### src/hw/rtl/latency_stats_monitor_assert.svh
// ----------------------------------------------------------------------------
// Latency statistics monitor assertion macros
// Shorthand for clocked, reset-qualified concurrent assertions.
// ----------------------------------------------------------------------------
`ifndef LATENCY_STATS_MONITOR_ASSERT_SVH
`define LATENCY_STATS_MONITOR_ASSERT_SVH

// Property checked at every rising clk edge outside reset.
`define LSM_ASSERT(label, prop) \
    label: assert property (@(posedge clk) disable iff (!rst_n) (prop)) \
        else $error("lsm assertion failed");

// Same, with a message of its own.
`define LSM_ASSERT_MSG(label, prop, msg) \
    label: assert property (@(posedge clk) disable iff (!rst_n) (prop)) \
        else $error(msg);

`endif

### src/hw/rtl/lsm_pkg.sv
// ----------------------------------------------------------------------------
// lsm_pkg
// Types and constants shared by the latency statistics monitor modules.
// ----------------------------------------------------------------------------
package lsm_pkg;

    localparam int NUM_POINTS = 8;
    localparam int IDX_W      = (NUM_POINTS > 1) ? $clog2(NUM_POINTS) : 1;

    localparam int PT_W   = 3;
    localparam int TS_W   = 64;
    localparam int CNT_W  = 32;
    localparam int PROD_W = TS_W + CNT_W;

    localparam logic [CNT_W-1:0] CNT_MAX = '1;

    // shift-add multiply over the count bits, restoring divide over the sum
    localparam int MUL_STEPS = CNT_W;
    localparam int DIV_STEPS = PROD_W;
    localparam int STEP_W    = $clog2(DIV_STEPS);

    localparam logic OP_START = 1'b0;
    localparam logic OP_STOP  = 1'b1;

    typedef enum logic [2:0] {
        ST_IDLE,
        ST_DIFF,
        ST_MEAN,
        ST_WRITE
    } lsm_state_t;

    typedef enum logic [2:0] {
        MU_IDLE,
        MU_MUL,
        MU_ADD,
        MU_DIV,
        MU_DONE
    } lsm_mu_phase_t;

    typedef struct packed {
        logic             start;
        logic [CNT_W-1:0] c;
    } lsm_mu_req_t;

    typedef struct packed {
        logic busy;
        logic done;
    } lsm_mu_rsp_t;

endpackage

### src/hw/rtl/lsm_mean_unit.sv
// ----------------------------------------------------------------------------
// lsm_mean_unit
// Iterative mean update: floor((m*(c-1) + d) / c), one bit per cycle.
// ----------------------------------------------------------------------------
module lsm_mean_unit
(
    input  logic                         clk,
    input  logic                         rst_n,
    input  lsm_pkg::lsm_mu_req_t         req,
    input  logic [lsm_pkg::TS_W-1:0]     m,
    input  logic [lsm_pkg::TS_W-1:0]     d,
    output lsm_pkg::lsm_mu_rsp_t         rsp,
    output logic [lsm_pkg::TS_W-1:0]     q
);
    import lsm_pkg::*;

    lsm_mu_phase_t       phase_reg;
    lsm_mu_phase_t       phase_next;
    logic [STEP_W-1:0]   step_reg;
    logic [STEP_W-1:0]   step_next;

    logic [PROD_W-1:0]   acc_reg;
    logic [PROD_W-1:0]   acc_next;
    logic [TS_W-1:0]     m_reg;
    logic [TS_W-1:0]     d_reg;
    logic [CNT_W-1:0]    c_reg;
    logic [CNT_W-1:0]    w_reg;
    logic [CNT_W-1:0]    w_next;
    logic [CNT_W-1:0]    rem_reg;
    logic [CNT_W-1:0]    rem_next;

    logic [CNT_W:0]      trial;
    logic [CNT_W+1:0]    diff;
    logic                ge;

    // next phase
    always_comb
    begin
        phase_next = phase_reg;
        unique case (phase_reg)
            MU_IDLE:
            begin
                if (req.start)
                begin
                    phase_next = MU_MUL;
                end
            end
            MU_MUL:
            begin
                if (step_reg == STEP_W'(MUL_STEPS - 1))
                begin
                    phase_next = MU_ADD;
                end
            end
            MU_ADD:
            begin
                phase_next = MU_DIV;
            end
            MU_DIV:
            begin
                if (step_reg == STEP_W'(DIV_STEPS - 1))
                begin
                    phase_next = MU_DONE;
                end
            end
            MU_DONE:
            begin
                phase_next = MU_IDLE;
            end
            default:
            begin
                phase_next = MU_IDLE;
            end
        endcase
    end

    // outputs
    always_comb
    begin
        rsp.busy = (phase_reg != MU_IDLE);
        rsp.done = (phase_reg == MU_DONE);
        q        = acc_reg[TS_W-1:0];
    end

    // restoring divide step: remainder stays below the divisor
    assign trial = {rem_reg, acc_reg[PROD_W-1]};
    assign diff  = {1'b0, trial} - {2'b00, c_reg};
    assign ge    = !diff[CNT_W+1];

    always_comb
    begin
        step_next = (phase_next != phase_reg) ? '0 : step_reg + STEP_W'(1);
        acc_next  = acc_reg;
        w_next    = w_reg;
        rem_next  = rem_reg;
        unique case (phase_reg)
            MU_IDLE:
            begin
                acc_next = '0;
                w_next   = req.c - CNT_W'(1);
                rem_next = '0;
            end
            MU_MUL:
            begin
                acc_next = {acc_reg[PROD_W-2:0], 1'b0}
                         + (w_reg[CNT_W-1] ? {{CNT_W{1'b0}}, m_reg} : '0);
                w_next   = {w_reg[CNT_W-2:0], 1'b0};
            end
            MU_ADD:
            begin
                acc_next = acc_reg + {{CNT_W{1'b0}}, d_reg};
            end
            MU_DIV:
            begin
                acc_next = {acc_reg[PROD_W-2:0], ge};
                rem_next = ge ? diff[CNT_W-1:0] : trial[CNT_W-1:0];
            end
            MU_DONE:
            begin
            end
            default:
            begin
            end
        endcase
    end

    always_ff @(posedge clk or negedge rst_n)
    begin
        if (!rst_n)
        begin
            phase_reg <= MU_IDLE;
            step_reg  <= '0;
        end
        else
        begin
            phase_reg <= phase_next;
            step_reg  <= step_next;
        end
    end

    always_ff @(posedge clk)
    begin
        if (phase_reg != MU_IDLE || req.start)
        begin
            acc_reg <= acc_next;
            w_reg   <= w_next;
            rem_reg <= rem_next;
        end
        if (phase_reg == MU_IDLE && req.start)
        begin
            m_reg <= m;
            d_reg <= d;
            c_reg <= req.c;
        end
    end

endmodule

### config.mk
export PLATFORM = sky130hd
export DESIGN_NAME = lsm_mean_unit
export DESIGN_NICKNAME = d
export VERILOG_FILES = /design/src/hw/rtl/latency_stats_monitor_assert.svh /design/src/hw/rtl/lsm_pkg.sv /design/src/hw/rtl/lsm_mean_unit.sv
export SDC_FILE = /design/constraint.sdc
export NUM_CORES = 1
export LEC_CHECK = 0
export ABC_AREA = 0
export BUFFER_PORTS_ARGS = -buffer_cell sky130_fd_sc_hd__buf_4
export CORE_UTILIZATION = 23
export DETAILED_ROUTE_END_ITERATION = 10
export PLACE_DENSITY_LB_ADDON = 0.1
export SYNTH_ARGS = -nofsm -noshare
export SYNTH_HDL_FRONTEND = slang
export SYNTH_SLANG_ARGS = --single-unit
### constraint.sdc
create_clock -name clk -period 5.15 [get_ports clk]
set_input_delay 1.03 -clock clk [delete_from_list [all_inputs] [get_ports clk]]
set_output_delay 1.03 -clock clk [all_outputs]
set_load 0.05 [all_outputs]
==> flow_metrics.py <==
metrics = {
    "route": {
        "totalWireLength_mm": 87.7,
        "drtPass1Iterations": 5,
        "drtIter0Drc": 1244,
        "vias": 20200,
        "wl_per_cell_um": 21.1,
        "ant_nets": 0,
        "vias_per_cell": 4.86,
        "drc": 0,
    },
    "timing": {
        "period_minus_slack_ps": 4780,
        "rsz0062_at_grt": "false",
        "slew_headroom": 0.302,
        "fin_skew_ps": 23.5,
        "tightest_slew_ps": 1050,
        "fin_tns_setup_ps": 0,
        "hold_violations": 0,
        "maxSlewViolCount": 0,
        "setup_violations": 0,
        "period_share": 0.928,
        "fmax_mhz": 209,
        "hold_slack_ps": 242,
    },
    "global_routing": {
        "grt_max_degree": 73,
        "met2_usage": 0.265,
        "track_usage": 0.162,
        "antenna_found_initial": 4,
        "grt_pass1_wl_mm": 133,
        "grt_busiest_layer": "met2",
        "grt.overflow.total": 0,
        "grt_pass1_vias": 20800,
        "grt_use_met1": 0.222,
        "use_met3": 0.0252,
    },
    "cells_and_area": {
        "diodes": 0,
        "largest_reg_flops": 96,
        "nets": 3056,
        "syn_to_final_growth_pct": 18.8,
        "fill_cells": 11100,
        "drive_above_1_share": 0.145,
        "seq_area_um2": 9860,
        "multi_input_area_um2": 13000,
    },
    "logic_synthesis": {
        "ys_types": 72,
        "synth_top_area_cell": "edfxtp_1",
        "synth_seq_cells": 330,
        "synth_area_per_cell_um2": 9.39,
        "yosysMostFrequentCell": "edfxtp_1",
        "syn-num-nets": 2903,
        "seq_area_frac_synth": 0.408,
        "syn_inst": 2576,
        "synth_area_um2": 24200,
        "synthTopCellsByCount": "edfxtp_1, nor2_1, a21oi_1, nand2_1, o21ai_0",
        "synth-main-ff-cell": "edfxtp_1",
        "synth_top_cell_area_share": 0.397,
        "synthArstFlopShare": 0.0303,
        "synth_edf_count": 320,
        "synth.area.top_cells": "edfxtp_1, ha_1, xnor2_1, a21oi_1, nor2_1",
        "yosysWarnings": 0,
    },
    "die": {
        "row_count": 118,
        "io_pins": 229,
        "start_util": 0.233,
        "die_h_um": 326,
        "dieWidth_um": 326,
        "dieArea_um2": 106000,
        "coreArea_um2": 104000,
    },
    "worst_setup_path": {
        "cp_cell_sequence": "buf_12 > nand2_1 > inv_1 > ha_1 > a211oi_1 > o21ai_0 > a21o_1 > a21oi_1 > o21a_1 > o31ai_4 > a31oi_1 > o31a_1 > nor3_1 > xnor2_1 > o221ai_1",
        "critical_path.max_stage_delay_ps": 890,
        "cp.required_ps": 5460,
        "cp_data_arrival_time_ps": 5100,
        "start_kind": "flop",
        "path_class": "reg2reg",
        "worst-path-max-fanout": 64,
        "critPathSlowestCell": "o31a_1",
        "critPathCaptureType": "flop",
    },
    "power_and_ir_drop": {
        "power_frac_clock": 0.164,
        "leakagePower_nw": 11.2,
        "powerDensity_nw_per_um2": 686,
        "switchingPower_mw": 9.47,
        "p_int_mw": 10.2,
        "pwr-share-seq": 0.248,
        "combPwrFrac": 0.587,
        "peakVddDrop_mv": 0.285,
        "total_power_mw": 19.7,
        "power_switching_share": 0.481,
    },
    "clocking": {
        "numCtsBuffers": 46,
        "cts_root_buf": "clkbuf_16",
        "worstSkewPairLatency_ps": 620,
        "cts_tree": "built",
        "ctsLongestPathBuffers": 3,
        "clock-sinks": 330,
        "clkSlewWorstSetupHoldPaths_ps": 60,
        "h-tree-depth": 2,
        "holdBufCountCts": 0,
    },
    "placement": {
        "portBuffers": 228,
        "place_congestion": 0.868,
        "hpwl_mm": 66.9,
    },
    "status": {
        "status": "completed",
    },
    "flow_run": {
        "max_cap_violations": 0,
    },
    "worst_hold_path": {
        "hold_path_class": "in2async",
    },
}
[metrics by stage]
stage / setup slack [ps] / cell area (um2) / util / std cells
after floorplan: 433 / 24200 / - / 2576
final: 370 / 28700 / 0.276 / 4146
after global routing: 66.9 / 28700 / 0.276 / 4146
after detailed placement: 375 / 27200 / 0.262 / 4061
after CTS: 346 / 28700 / 0.276 / 4146
after global placement: 371 / 27200 / 0.262 / 4061
[power by group through the flow]
stage                     registers (mW)  clock network (mW)  logic [mW]
after floorplan                     4.58                   0        8.52
after global routing                5.02                3.46        12.7
after global placement              4.94                   0        11.6
after CTS                           4.90                3.38        11.6
final                               4.90                3.24        11.6
after detailed placement            4.94                   0        11.6
[final timing paths]
path	startpoint	to	slack [ps]	cells past startpoint
max	w_reg[31]	acc_reg[86]	370	15
min	rst_n	step_reg[5]	240	1
max reg2reg	w_reg[31]	acc_reg[86]	370	15
min reg2reg	step_reg[0]	step_reg[0]	460	1
max in group asynchronous	rst_n	phase_reg[0]	4750	1
min in group clk	step_reg[0]	step_reg[0]	460	1
[cell families (layout without fill, tap and decap cells)]
group,after synthesis,after routing,share of synthesized area
AO/OA/AOI/OAI,749,749,0.194
XOR/XNOR,233,233,0.0843
adder cells (fa/ha/maj),164,164,0.0857
buffers and inverters,279,469,0.0541
flip-flops,330,330,0.408
multiplexers,36,36,0.0149
AND/OR/NAND/NOR,785,785,0.159
[cell type report]
class                      instances  share of cell area
tap                             1380              0.0601
clock inverter                    33              0.0111
sequential                       330               0.343
multi-input combinational       1967               0.454
timing repair buffer             295              0.0788
inverter                          89              0.0118
clock buffer                      52              0.0408
[cell usage in the layout (no fill, tap or decap), drive strengths merged, types with 13 or more instances in the layout]
cell type / n
edfxtp: 320
buf: 295
nor2: 240
a21oi: 210
nand2: 192
o21ai: 166
ha: 161
xnor2: 148
inv: 94
xor2: 85
a21o: 79
and2: 74
o22ai: 64
nand4: 56
clkbuf: 52
nand3: 40
mux2i: 36
nor3: 33
a31oi: 28
nand2b: 27
and3: 26
o21bai: 26
a211oi: 22
o31ai: 22
nor4: 20
clkinv: 20
nor2b: 19
a22oi: 19
o21a: 17
o211ai: 13
or4: 13
[routing by layer]
metal	up-vias	part of all wire
met5	-	0.00015
met1	9727	0.47
met2	532	0.46
li1	9792	-
met4	2	0.021
met3	103	0.050
[critical path, delay by kind of cell (launching register included)]
family / cells / cell delay, ps
and+or+nand+nor: 2 / 350
xor gates and xnor gates: 1 / 190
adders and majority gates: 1 / 290
buffers and inverters: 2 / 250
DFF: 1 / 410
AOI/OAI and AO/OA: 9 / 2890
[what timing repair did]
item,in CTS,in global routing
endpoints found under the hold margin,0,0
setup endpoints to repair,0,1
buffers inserted,0,0
gates resized for setup,0,1
Note: power is estimated with default switching activity, not from simulation.
